===== src/design/rteq_pkg.sv =====
package rteq_pkg;

  localparam int NUM_EVENTS_DEF = 16;
  localparam int KIND_W = 2;
  localparam int ID_W = 4;

  typedef enum logic [KIND_W-1:0] {
    K_TRIGGER  = 2'd0,
    K_CANCEL   = 2'd1,
    K_DISPATCH = 2'd2,
    K_FINISH   = 2'd3
  } kind_t;

  typedef enum logic [1:0] {
    ST_IDLE    = 2'd0,
    ST_PENDING = 2'd1,
    ST_EXEC    = 2'd2,
    ST_RETRIG  = 2'd3
  } slot_state_t;

  typedef enum logic [1:0] {
    C_IDLE,
    C_EXEC,
    C_LINK
  } ctl_state_t;

  typedef struct packed {
    logic accept;
    logic exec;
    logic link;
  } cmd_t;

  typedef struct packed {
    logic imm;
    logic need_link;
    logic out_free;
  } sts_t;

endpackage


===== src/design/rteq_ctrl.sv =====
module rteq_ctrl (
  input  logic          clk,
  input  logic          rst_n,
  input  logic          in_valid,
  output logic          in_stall,
  input  rteq_pkg::sts_t sts,
  output rteq_pkg::cmd_t cmd
);
  import rteq_pkg::*;

  ctl_state_t state_r, state_nxt;
  logic       take;

  assign take = (state_r == C_IDLE) && in_valid && sts.out_free;

  always_comb begin
    state_nxt = state_r;
    unique case (state_r)
      C_IDLE: begin
        if (take && !sts.imm) state_nxt = C_EXEC;
      end
      C_EXEC: begin
        state_nxt = sts.need_link ? C_LINK : C_IDLE;
      end
      C_LINK: begin
        state_nxt = C_IDLE;
      end
      default: begin
        state_nxt = C_IDLE;
      end
    endcase
  end

  always_comb begin
    in_stall   = !((state_r == C_IDLE) && sts.out_free);
    cmd.accept = take;
    cmd.exec   = (state_r == C_EXEC);
    cmd.link   = (state_r == C_LINK);
  end

  always_ff @(posedge clk) begin
    if (!rst_n) begin
      state_r <= C_IDLE;
    end else begin
      state_r <= state_nxt;
    end
  end

endmodule


===== src/design/rteq_dp.sv =====
module rteq_dp #(
  parameter int NUM_EVENTS = rteq_pkg::NUM_EVENTS_DEF
) (
  input  logic                        clk,
  input  logic                        rst_n,
  input  logic [rteq_pkg::KIND_W-1:0] in_kind,
  input  logic [rteq_pkg::ID_W-1:0]   in_event_id,
  input  logic                        out_stall,
  output logic                        out_valid,
  output logic                        out_dispatched,
  output logic [rteq_pkg::ID_W-1:0]   out_dispatched_id,
  output logic [1:0]                  out_prior_state,
  output logic                        out_queue_empty,
  input  rteq_pkg::cmd_t              cmd,
  output rteq_pkg::sts_t              sts
);
  import rteq_pkg::*;

  localparam int IDX_W = (NUM_EVENTS > 1) ? $clog2(NUM_EVENTS) : 1;
  localparam int LNK_W = $clog2(NUM_EVENTS + 1);
  localparam logic [LNK_W-1:0] NIL = LNK_W'(NUM_EVENTS);

  slot_state_t      state_mem [NUM_EVENTS];
  logic [LNK_W-1:0] next_mem  [NUM_EVENTS];
  logic [LNK_W-1:0] prev_mem  [NUM_EVENTS];
  logic [NUM_EVENTS-1:0] sv_r;

  kind_t            kind_r;
  logic [LNK_W-1:0] tgt_r;
  logic [LNK_W-1:0] head_r, head_nxt;
  logic [LNK_W-1:0] tail_r, tail_nxt;
  logic [LNK_W-1:0] link_addr_r;

  slot_state_t      st_q;
  logic             sv_q;
  logic [LNK_W-1:0] nx_q, pv_q;

  logic             out_valid_r;
  logic             disp_r;
  logic [ID_W-1:0]  disp_id_r;
  logic [1:0]       prior_r;
  logic             empty_r;

  kind_t            kind_in;
  logic             id_ok;
  logic [LNK_W-1:0] tgt_in;

  slot_state_t      st;
  logic             st_we;
  slot_state_t      st_wd;
  logic             nx_we;
  logic [LNK_W-1:0] nx_wa, nx_wd;
  logic             pv_we;
  logic [LNK_W-1:0] pv_wa, pv_wd;
  logic             need_link;
  logic             disp;
  logic             do_push;
  logic             do_unlink;

  assign kind_in = kind_t'(in_kind);
  assign id_ok   = 32'(in_event_id) < NUM_EVENTS;
  assign tgt_in  = (kind_in == K_DISPATCH) ? head_r : LNK_W'(in_event_id);

  assign sts.imm       = (kind_in == K_DISPATCH) ? (head_r == NIL) : !id_ok;
  assign sts.need_link = need_link;
  assign sts.out_free  = !out_valid_r || !out_stall;

  assign st = sv_q ? st_q : ST_IDLE;

  always_comb begin
    do_push   = 1'b0;
    do_unlink = 1'b0;
    disp      = 1'b0;
    st_we     = 1'b0;
    st_wd     = ST_IDLE;
    unique case (kind_r)
      K_DISPATCH: begin
        disp  = 1'b1;
        st_we = 1'b1;
        st_wd = ST_EXEC;
      end
      K_TRIGGER: begin
        if (st == ST_IDLE) begin
          do_push = 1'b1;
        end else if (st == ST_EXEC) begin
          st_we = 1'b1;
          st_wd = ST_RETRIG;
        end
      end
      K_CANCEL: begin
        if (st == ST_PENDING) do_unlink = 1'b1;
      end
      K_FINISH: begin
        if (st == ST_RETRIG) begin
          do_push = 1'b1;
        end else if (st == ST_EXEC) begin
          st_we = 1'b1;
          st_wd = ST_IDLE;
        end
      end
      default: begin
        disp = 1'b0;
      end
    endcase
    if (do_push) begin
      st_we = 1'b1;
      st_wd = ST_PENDING;
    end
    if (do_unlink) begin
      st_we = 1'b1;
      st_wd = ST_IDLE;
    end
  end

  always_comb begin
    head_nxt  = head_r;
    tail_nxt  = tail_r;
    nx_we     = 1'b0;
    nx_wa     = tgt_r;
    nx_wd     = NIL;
    pv_we     = 1'b0;
    pv_wa     = tgt_r;
    pv_wd     = NIL;
    need_link = 1'b0;
    if (disp) begin
      head_nxt = nx_q;
      if (nx_q != NIL) begin
        pv_we = 1'b1;
        pv_wa = nx_q;
        pv_wd = NIL;
      end else begin
        head_nxt = NIL;
        tail_nxt = NIL;
      end
    end
    if (do_push) begin
      nx_we = 1'b1;
      nx_wa = tgt_r;
      nx_wd = NIL;
      pv_we = 1'b1;
      pv_wa = tgt_r;
      pv_wd = tail_r;
      if ((tail_r != NIL) && (head_r != NIL)) begin
        need_link = 1'b1;
      end else begin
        head_nxt = tgt_r;
      end
      tail_nxt = tgt_r;
    end
    if (do_unlink) begin
      if (tgt_r == head_r) begin
        head_nxt = nx_q;
      end else if (pv_q != NIL) begin
        nx_we = 1'b1;
        nx_wa = pv_q;
        nx_wd = nx_q;
      end
      if (tgt_r == tail_r) begin
        tail_nxt = pv_q;
      end else if (nx_q != NIL) begin
        pv_we = 1'b1;
        pv_wa = nx_q;
        pv_wd = pv_q;
      end
      if (head_nxt == NIL) tail_nxt = NIL;
    end
    if (cmd.link) begin
      nx_we = 1'b1;
      nx_wa = link_addr_r;
      nx_wd = tgt_r;
    end
  end

  // link memories and slot state store
  always_ff @(posedge clk) begin
    if (cmd.accept && !sts.imm) begin
      st_q <= state_mem[tgt_in[IDX_W-1:0]];
      nx_q <= next_mem[tgt_in[IDX_W-1:0]];
      pv_q <= prev_mem[tgt_in[IDX_W-1:0]];
    end
    if (cmd.exec && st_we) state_mem[tgt_r[IDX_W-1:0]] <= st_wd;
    if ((cmd.exec || cmd.link) && nx_we) next_mem[nx_wa[IDX_W-1:0]] <= nx_wd;
    if (cmd.exec && pv_we) prev_mem[pv_wa[IDX_W-1:0]] <= pv_wd;
  end

  always_ff @(posedge clk) begin
    if (!rst_n) begin
      sv_r        <= '0;
      head_r      <= NIL;
      tail_r      <= NIL;
      out_valid_r <= 1'b0;
    end else begin
      if (cmd.exec && st_we) sv_r[tgt_r[IDX_W-1:0]] <= 1'b1;
      if (cmd.exec) begin
        head_r <= head_nxt;
        tail_r <= tail_nxt;
      end
      if ((cmd.accept && sts.imm) || cmd.exec) begin
        out_valid_r <= 1'b1;
      end else if (!out_stall) begin
        out_valid_r <= 1'b0;
      end
    end
  end

  always_ff @(posedge clk) begin
    if (cmd.accept) begin
      kind_r <= kind_in;
      tgt_r  <= tgt_in;
      if (!sts.imm) sv_q <= sv_r[tgt_in[IDX_W-1:0]];
    end
    if (cmd.exec) link_addr_r <= tail_r;
    if (cmd.accept && sts.imm) begin
      disp_r    <= 1'b0;
      disp_id_r <= '0;
      prior_r   <= 2'(ST_IDLE);
      empty_r   <= (head_r == NIL);
    end else if (cmd.exec) begin
      disp_r    <= disp;
      disp_id_r <= disp ? ID_W'(tgt_r) : '0;
      prior_r   <= 2'(st);
      empty_r   <= (head_nxt == NIL);
    end
  end

  assign out_valid         = out_valid_r;
  assign out_dispatched    = disp_r;
  assign out_dispatched_id = disp_id_r;
  assign out_prior_state   = prior_r;
  assign out_queue_empty   = empty_r;

endmodule


===== src/design/retriggerable_event_queue.sv =====
// retriggerable event queue: fifo of pending event slots with re-queue on finish
// input channel in_valid/in_stall carries one transaction of in_kind and
// in_event_id (trigger, cancel, dispatch head, finish); every transaction
// gives exactly one result on out_valid/out_stall: out_dispatched,
// out_dispatched_id, out_prior_state, out_queue_empty
// a dispatch on an empty queue or an id out of range gets its result registered
// straight from the accept; other transactions first read slot state and links
// from the registered-read slot memories, then update them and give the result
// a new transaction is taken only in idle: straight after an immediate case,
// after the update in most cases, or after a further link step for an append
// behind a non-empty queue (a second write on the next-link memory port)
// reset (rst_n low, synchronous): all slots idle, queue empty, no result
// held; the link memories are not cleared
// the result sits in an output register; while the receiver stalls it holds
// and no new transaction is taken until the result is taken
module retriggerable_event_queue #(
  parameter int NUM_EVENTS = rteq_pkg::NUM_EVENTS_DEF
) (
  input  logic                        clk,
  input  logic                        rst_n,
  input  logic                        in_valid,
  output logic                        in_stall,
  input  logic [rteq_pkg::KIND_W-1:0] in_kind,
  input  logic [rteq_pkg::ID_W-1:0]   in_event_id,
  output logic                        out_valid,
  input  logic                        out_stall,
  output logic                        out_dispatched,
  output logic [rteq_pkg::ID_W-1:0]   out_dispatched_id,
  output logic [1:0]                  out_prior_state,
  output logic                        out_queue_empty
);
  import rteq_pkg::*;

  cmd_t cmd;
  sts_t sts;

  rteq_ctrl u_ctrl (
    .clk      (clk),
    .rst_n    (rst_n),
    .in_valid (in_valid),
    .in_stall (in_stall),
    .sts      (sts),
    .cmd      (cmd)
  );

  rteq_dp #(
    .NUM_EVENTS (NUM_EVENTS)
  ) u_dp (
    .clk               (clk),
    .rst_n             (rst_n),
    .in_kind           (in_kind),
    .in_event_id       (in_event_id),
    .out_stall         (out_stall),
    .out_valid         (out_valid),
    .out_dispatched    (out_dispatched),
    .out_dispatched_id (out_dispatched_id),
    .out_prior_state   (out_prior_state),
    .out_queue_empty   (out_queue_empty),
    .cmd               (cmd),
    .sts               (sts)
  );

endmodule

===== config.mk =====
export PLATFORM = sky130hd
export DESIGN_NAME = retriggerable_event_queue
export DESIGN_NICKNAME = d
export VERILOG_FILES = /design/src/design/rteq_pkg.sv /design/src/design/rteq_ctrl.sv /design/src/design/rteq_dp.sv /design/src/design/retriggerable_event_queue.sv
export SDC_FILE = /design/constraint.sdc
export NUM_CORES = 1
export LEC_CHECK = 0
export ABC_CLOCK_PERIOD_IN_PS = 2500
export BUFFER_PORTS_ARGS = -buffer_cell sky130_fd_sc_hd__buf_4
export CAP_MARGIN = 20
export CELL_PAD_IN_SITES_DETAIL_PLACEMENT = 1
export CELL_PAD_IN_SITES_GLOBAL_PLACEMENT = 2
export CORE_MARGIN = 5
export CORE_UTILIZATION = 39
export CTS_CLUSTER_DIAMETER = 50
export DETAILED_ROUTE_END_ITERATION = 7
export GPL_ROUTABILITY_DRIVEN = 0
export PLACE_DENSITY_LB_ADDON = 0.1
export SLEW_MARGIN = 25
export SYNTH_ARGS = -nofsm -noshare
export SYNTH_HDL_FRONTEND = slang
export SYNTH_HIERARCHICAL = 1
export SYNTH_SLANG_ARGS = --single-unit

===== constraint.sdc =====
create_clock -name clk -period 2.5 [get_ports clk]
set_input_delay 0.5 -clock clk [delete_from_list [all_inputs] [get_ports clk]]
set_output_delay 0.5 -clock clk [all_outputs]
set_load 0.01 [all_outputs]

Yosys cells after proc, flatten, opt, wreduce, memory -nomap -nowiden
Memory sizes are Yosys's and may differ from the RTL's. A register that Yosys moved wholly into a read port is not among the register bits.
Index checks and enable logic that the tools add are counted.

storage, ports and cells
  word-level logic and storage cells = 146
  input port bits = 10
  bits in writable memories = 192
  memories kept = 3
  output and inout bits = 10
  flip-flop bits (word level) = 49

operators by class
  reductions and logical operators = 22
  order comparisons = 3
  bitwise gates (word level) = 2
  equal/unequal tests = 20
  multiplexer cells = 82

memories
  memory          words  bits a word  read ports  clocked after Yosys merged registers in  wr ports  RTL line       source
  u_dp.next_mem   16     5            1           1                                        1         rteq_dp.sv:24  logic [LNK_W-1:0] next_mem [NUM_EVENTS];
  u_dp.prev_mem   16     5            1           1                                        1         rteq_dp.sv:25  logic [LNK_W-1:0] prev_mem [NUM_EVENTS];
  u_dp.state_mem  16     2            1           1                                        1         rteq_dp.sv:23  slot_state_t state_mem [NUM_EVENTS];

operators by type and width
  cell                number
  $mux 5              21
  $mux 4              12
  $mux 1              36
  $ne 5x5->1 const B  4
  $or 16x16->16       1
  $eq 5x5->1 const B  3
  $mux 2              7
  $eq 2x2->1 const B  6
  $eq 5x5->1          2
  $logic_and 1x1->1   10
  $lt 4x5->1 const B  2
  $pmux 2 s2          2
  $eq 2x1->1 const B  3
  $logic_not 2->1     3
  $bmux 1 s4          1
  $demux 1 s4         1
  $ge 4x1->1 const B  1
  $logic_not 1->1     4
  $logic_or 1x1->1    3
  $pmux 1 s3          1
  $ne 2x1->1 const B  1
  $ne 2x2->1 const B  1
  $pmux 1 s2          1
  $reduce_and 2->1    1
  2 further kinds     2

Longest topological paths before layout
  word-level depth = 12
  depth in mapped cells = 10
  depth with buffers taken out = 9

By module
The synthesis kept the hierarchy.

by module, submodules not included
  module     cells each  seq. area each (um^2)  times used  area each (um^2)
  rteq_dp    1,004       7,196.9                1           11,159.5
  rteq_ctrl  11          40.0                   1           100.1

Worst setup path after synthesis
OpenSTA, ideal clock, no wires.

  path type = register to register
  from = register u_dp.kind_r[0]
  to = memory u_dp/prev_mem[11][0] (netlist bit), enable pin
  cell stages (with the launch flop) = 11
  path slack = -0.075 ns
  library setup time = 0.340 ns
  arrival = 2.235 ns
  period minus slack after synthesis = 2.575 ns
  path buffers = 1
  data required time = 2.160 ns
  path through = edfxtp_1 inv_1 ha_1 nor2b_1 a2bb2oi_4 nand2_2 a21o_4 a22oi_1 or3_1 buf_2 nor2_1

on the way
  cells in the longest elaborated chain, start to end = 10
  elaborated cells on any way between the ends = 20
  those cells by class = eq/ne (3); mux (15); reduce/logical (2)

RTL lines
  item                          RTL line        source
  start, declared               rteq_dp.sv:28   kind_t kind_r;
  start signal, assigned        rteq_dp.sv:208  kind_r <= kind_in;
  $eq 2x2->1                    rteq_dp.sv:76   unique case (kind_r)
  $mux 1                        rteq_dp.sv:76
  $mux 1                        rteq_dp.sv:125  if (disp) begin
  $mux 1                        rteq_dp.sv:136  if (do_push) begin
  $mux 1                        rteq_dp.sv:160  end else if (nx_q != NIL) begin
  $mux 1                        rteq_dp.sv:158  if (tgt_r == tail_r) begin
  $mux 1                        rteq_dp.sv:150  if (do_unlink) begin
  $logic_and 1x1->1             rteq_dp.sv:183  if (cmd.exec && pv_we) prev_mem[pv_wa[IDX_W-1:0]] <= pv_wd;
  $mux 1                        rteq_dp.sv:183
  $mux 1 (implied by the code)  rteq_dp.sv:183
  end, declared                 rteq_dp.sv:25

Parallel ways exist; a longest one is shown, timed or not.

Worst setup path in the final report
  from = register u_dp.tgt_r[4]
  to = memory u_dp/prev_mem[13][0] (netlist bit), enable pin

on the way
  cells in the longest elaborated chain, start to end = 6
  elaborated cells on any way between the ends = 8
  those cells by class = eq/ne (1); mux (6); reduce/logical (1)

RTL lines
  item                          RTL line        source
  start, declared               rteq_dp.sv:29   logic [LNK_W-1:0] tgt_r;
  start signal, assigned        rteq_dp.sv:209  tgt_r <= tgt_in;
  $eq 5x5->1 *                  rteq_dp.sv:158
  $mux 1                        rteq_dp.sv:158
  $mux 1                        rteq_dp.sv:150
  $logic_and 1x1->1             rteq_dp.sv:183
  $mux 1                        rteq_dp.sv:183
  $mux 1 (implied by the code)  rteq_dp.sv:183

Mark *: on every way between the ends. The rest lies on a longest branch, timed or not.

==> key figures <==
STA
  – F_max: 405 MHz
  – Max-slew violation count: 0
  – Setup TNS after final layout: 0 ps
  – Tmin final: 2470 ps
  – Final hold vios: 0
  – Final setup violation count: 0
  – Unrepaired setup endpoints after global routing: true
  – Tcrit/Tclk final: 98.8%
  – Slew @ Worst Pin: 570 ps
  – Max-Slew Margin vs Limit: 61.9%
  – Clk_skew: 14.9 ps

Clock network
  – Clk_lat worst skew: 550 ps
  – Hold_buf cts: 0
  – Inserted Clock Buffers: 31
  – CTS sink count: 253
  – Clock H-tree levels: 1
  – Clk root buf: clkbuf_16
  – Clock Tree Buf Depth: 3
  – Reg clk slew, reported paths: 60 ps
  – TritonCTS clock tree: built

Die
  – IO Count: 20
  – Die area: 0.0324 mm^2
  – Core area: 0.0286 mm^2
  – Initial core utilization: 39.3%
  – Height of the die: 180 um
  – Site Rows: 62
  – Chip Width: 180 um

Layout
  – Final Net Count: 1174
  – Most common cell after layout, fill and taps aside: nand2_1
  – Layout Cells excl Fill: 1568
  – ANT cells: 0
  – Multi-input logic area: 0.00395 mm^2
  – Commonest cells after routing, fill and taps aside: nand2_1, edfxtp_1, buf_4
  – Register area: 0.00724 mm^2
  – Layout cells sized above 1: 25.1%
  – Fill count: 3034
  – Post-layout util: 49.8%
  – Synthesis-to-finish area growth: 26.7%

Power and ir drop
  – P_sw: 2630 uW
  – Seq pwr share: 46.8%
  – Max VDD drop: 0.546 mV
  – Pwr Density: 709 mW/mm^2
  – Clock power frac: 39.6%
  – Leakage: 0.00525 uW
  – Internal: 7490 uW
  – Share of total power in combinational logic: 13.7%
  – Sw Ratio: 25.9%

Global route
  – Initial antenna violation count: 0
  – First-pass GRT wire length: 52300 um
  – Vias in the first global route: 8624
  – GRT overflow: 0
  – GR Util All Layers: 20.6%
  – Largest net degree at the start of global routing: 49

Setup path
  – Worst setup SP type: flip-flop
  – WS Path Type: reg -> reg
  – CP arrival: 2730 ps
  – Required @ worst endpoint: 2760 ps
  – CP Max Fanout: 8
  – Critical path endpoint category: flip-flop

Routing
  – Vias: 8455
  – Met3 wire length: 1380 um
  – First-pass DRT Iterations: 5
  – M1 wire length: 16000 um
  – Final antenna-violating net count: 0
  – Post-detailed-route wirelength per cell: 21.8 um
  – Starting DRT DRC Count: 586
  – Final wirelength: 34200 um
  – Metal2 WL: 16100 um
  – Via-per-instance ratio: 5.39
  – # DRC: 0
  – Highest Signal Layer: met4

Yosys
  – Avg Cell Area, Syn: 11.1 um^2
  – Post-synth top flop: edfxtp_1
  – Register area share after synthesis: 64.3%
  – Synthesized Nets: 1029
  – Async S/R FF share, synth: 0%
  – Synth Cell Area: 0.0113 mm^2
  – Synthesized instance count: 1015
  – Cell variety after synth: 72
  – Synth warn: 6
  – Post-synthesis register bit count: 253
  – EDFF count, synth: 217

Run
  – Max cap viols: 0

Status
  – Status: complete, no violations

Placement
  – DP HPWL: 23600 um
  – # placed instances: 1507
  – IO buf count: 19

Hold path
  – Hold Crit Class: in -> reg
critical path, cell delays in order, from the launching register on:
cell and delay, ps:
edfxtp_1 460, buf_4 210, xnor2_1 220, a41o_4 310
a21o_4 140, a22oi_2 50, or3_4 390, buf_12 170
nor2_4 100, buf_6 120
worst paths after layout:
path                            cells after the start                        start                        endpoint  slack [ps]
worst max-delay path                                9  u_dp/tgt_r[4]$_SDFFCE_PN0P_  u_dp/prev_mem[13][0]$_DFFE_PP_          30
worst min register to register                      1    u_dp/sv_r[9]$_SDFFE_PN0P_       u_dp/sv_r[9]$_SDFFE_PN0P_         470
worst max register to register                      9  u_dp/tgt_r[4]$_SDFFCE_PN0P_  u_dp/prev_mem[13][0]$_DFFE_PP_          30
worst min-delay path                                2                     in_valid  u_ctrl/state_r[0]$_SDFFE_PN0P_         240
repair_timing:
action                     4_1_cts  5_1_grt
buffers inserted                 0        7
gates resized for setup         18       88
pin swaps                        2       19
setup endpoints to repair      154      179
logic make-up after synthesis:
logic type / Yosys count / synth area share [%]
xor gates and xnor gates: 10 / 0.778
AOI/OAI and AO/OA: 153 / 10.1
buffers and inverters: 90 / 3.56
muxes: 9 / 0.967
adders and majority gates: 4 / 0.445
DFF: 253 / 64.3
and+or+nand+nor: 496 / 19.9
synth_stat cells, types with 15 or more instances:
| master | count | area share [%] |
|---|---|---|
| nand3_1 | 116 | 5.2 |
| clkbuf_1 | 31 | 1.0 |
| edfxtp_1 | 217 | 58 |
| a31oi_1 | 15 | 0.83 |
| a311oi_1 | 27 | 2.1 |
| inv_1 | 26 | 0.87 |
| dfxtp_1 | 36 | 6.4 |
| a21oi_1 | 24 | 1.1 |
| nand2_1 | 250 | 8.3 |
| and3_1 | 17 | 0.94 |
| nor2_1 | 63 | 2.1 |
| o21a_1 | 19 | 1.3 |
| o21ai_0 | 17 | 0.76 |
| buf_2 | 23 | 1.0 |
metal layers:
layer  up-vias  track usage, %
met5         -               0
met4         0            5.00
met3        40            2.77
met2       167            33.6
met1      4269            29.3
li1       3979               -
stage by stage:
| step | power (uW) | instance area (um^2) | hold slack (ps) | setup slack, ps |
|---|---|---|---|---|
| after global routing | 10500 | 14300 | 246 | -64.3 |
| final | 10100 | 14300 | 241 | 30.0 |
| after detailed placement | 6100 | 12900 | 455 | -210 |
| after global placement | 6100 | 12900 | 448 | -221 |
| after floorplan | 5490 | 11300 | 441 | -74.6 |
| after CTS | 10100 | 13900 | 228 | 1.35 |
flip-flops by register name (all words and copies together), names as in the netlist:
| register | cells |
|---|---|
| u_dp/tgt_r | 5 |
| u_dp/st_q | 2 |
| u_dp/nx_q | 5 |
| u_dp/out_dispatched_id | 4 |
| u_dp/sv_r | 16 |
| u_dp/out_valid | 1 |
| u_dp/head_r | 5 |
| u_ctrl/state_r | 2 |
| u_dp/link_addr_r | 4 |
| u_dp/out_dispatched | 1 |
| u_dp/prev_mem | 80 |
| u_dp/kind_r | 2 |
| u_dp/out_queue_empty | 1 |
| u_dp/sv_q | 1 |
| u_dp/next_mem | 80 |
| u_dp/tail_r | 5 |
| u_dp/pv_q | 5 |
| u_dp/out_prior_state | 2 |
| u_dp/state_mem | 32 |
area by class of cell:
type	instances	share of cell area, %
well taps	384	3.37
clock inverters	19	0.790
flip-flops and latches	253	50.7
repair buffers	175	11.0
clock buffers	38	5.62
multi-input cells	672	27.7
inverters	27	0.719
power groups by stage:
stage	registers [uW]	clock network [uW]	logic [uW]
final	4730	4000	1390
after floorplan	4810	0	675
after CTS	4730	4110	1310
after global placement	4810	0	1290
after detailed placement	4810	0	1290
after global routing	4740	4320	1490
Note: power is estimated with default switching activity, not from simulation.
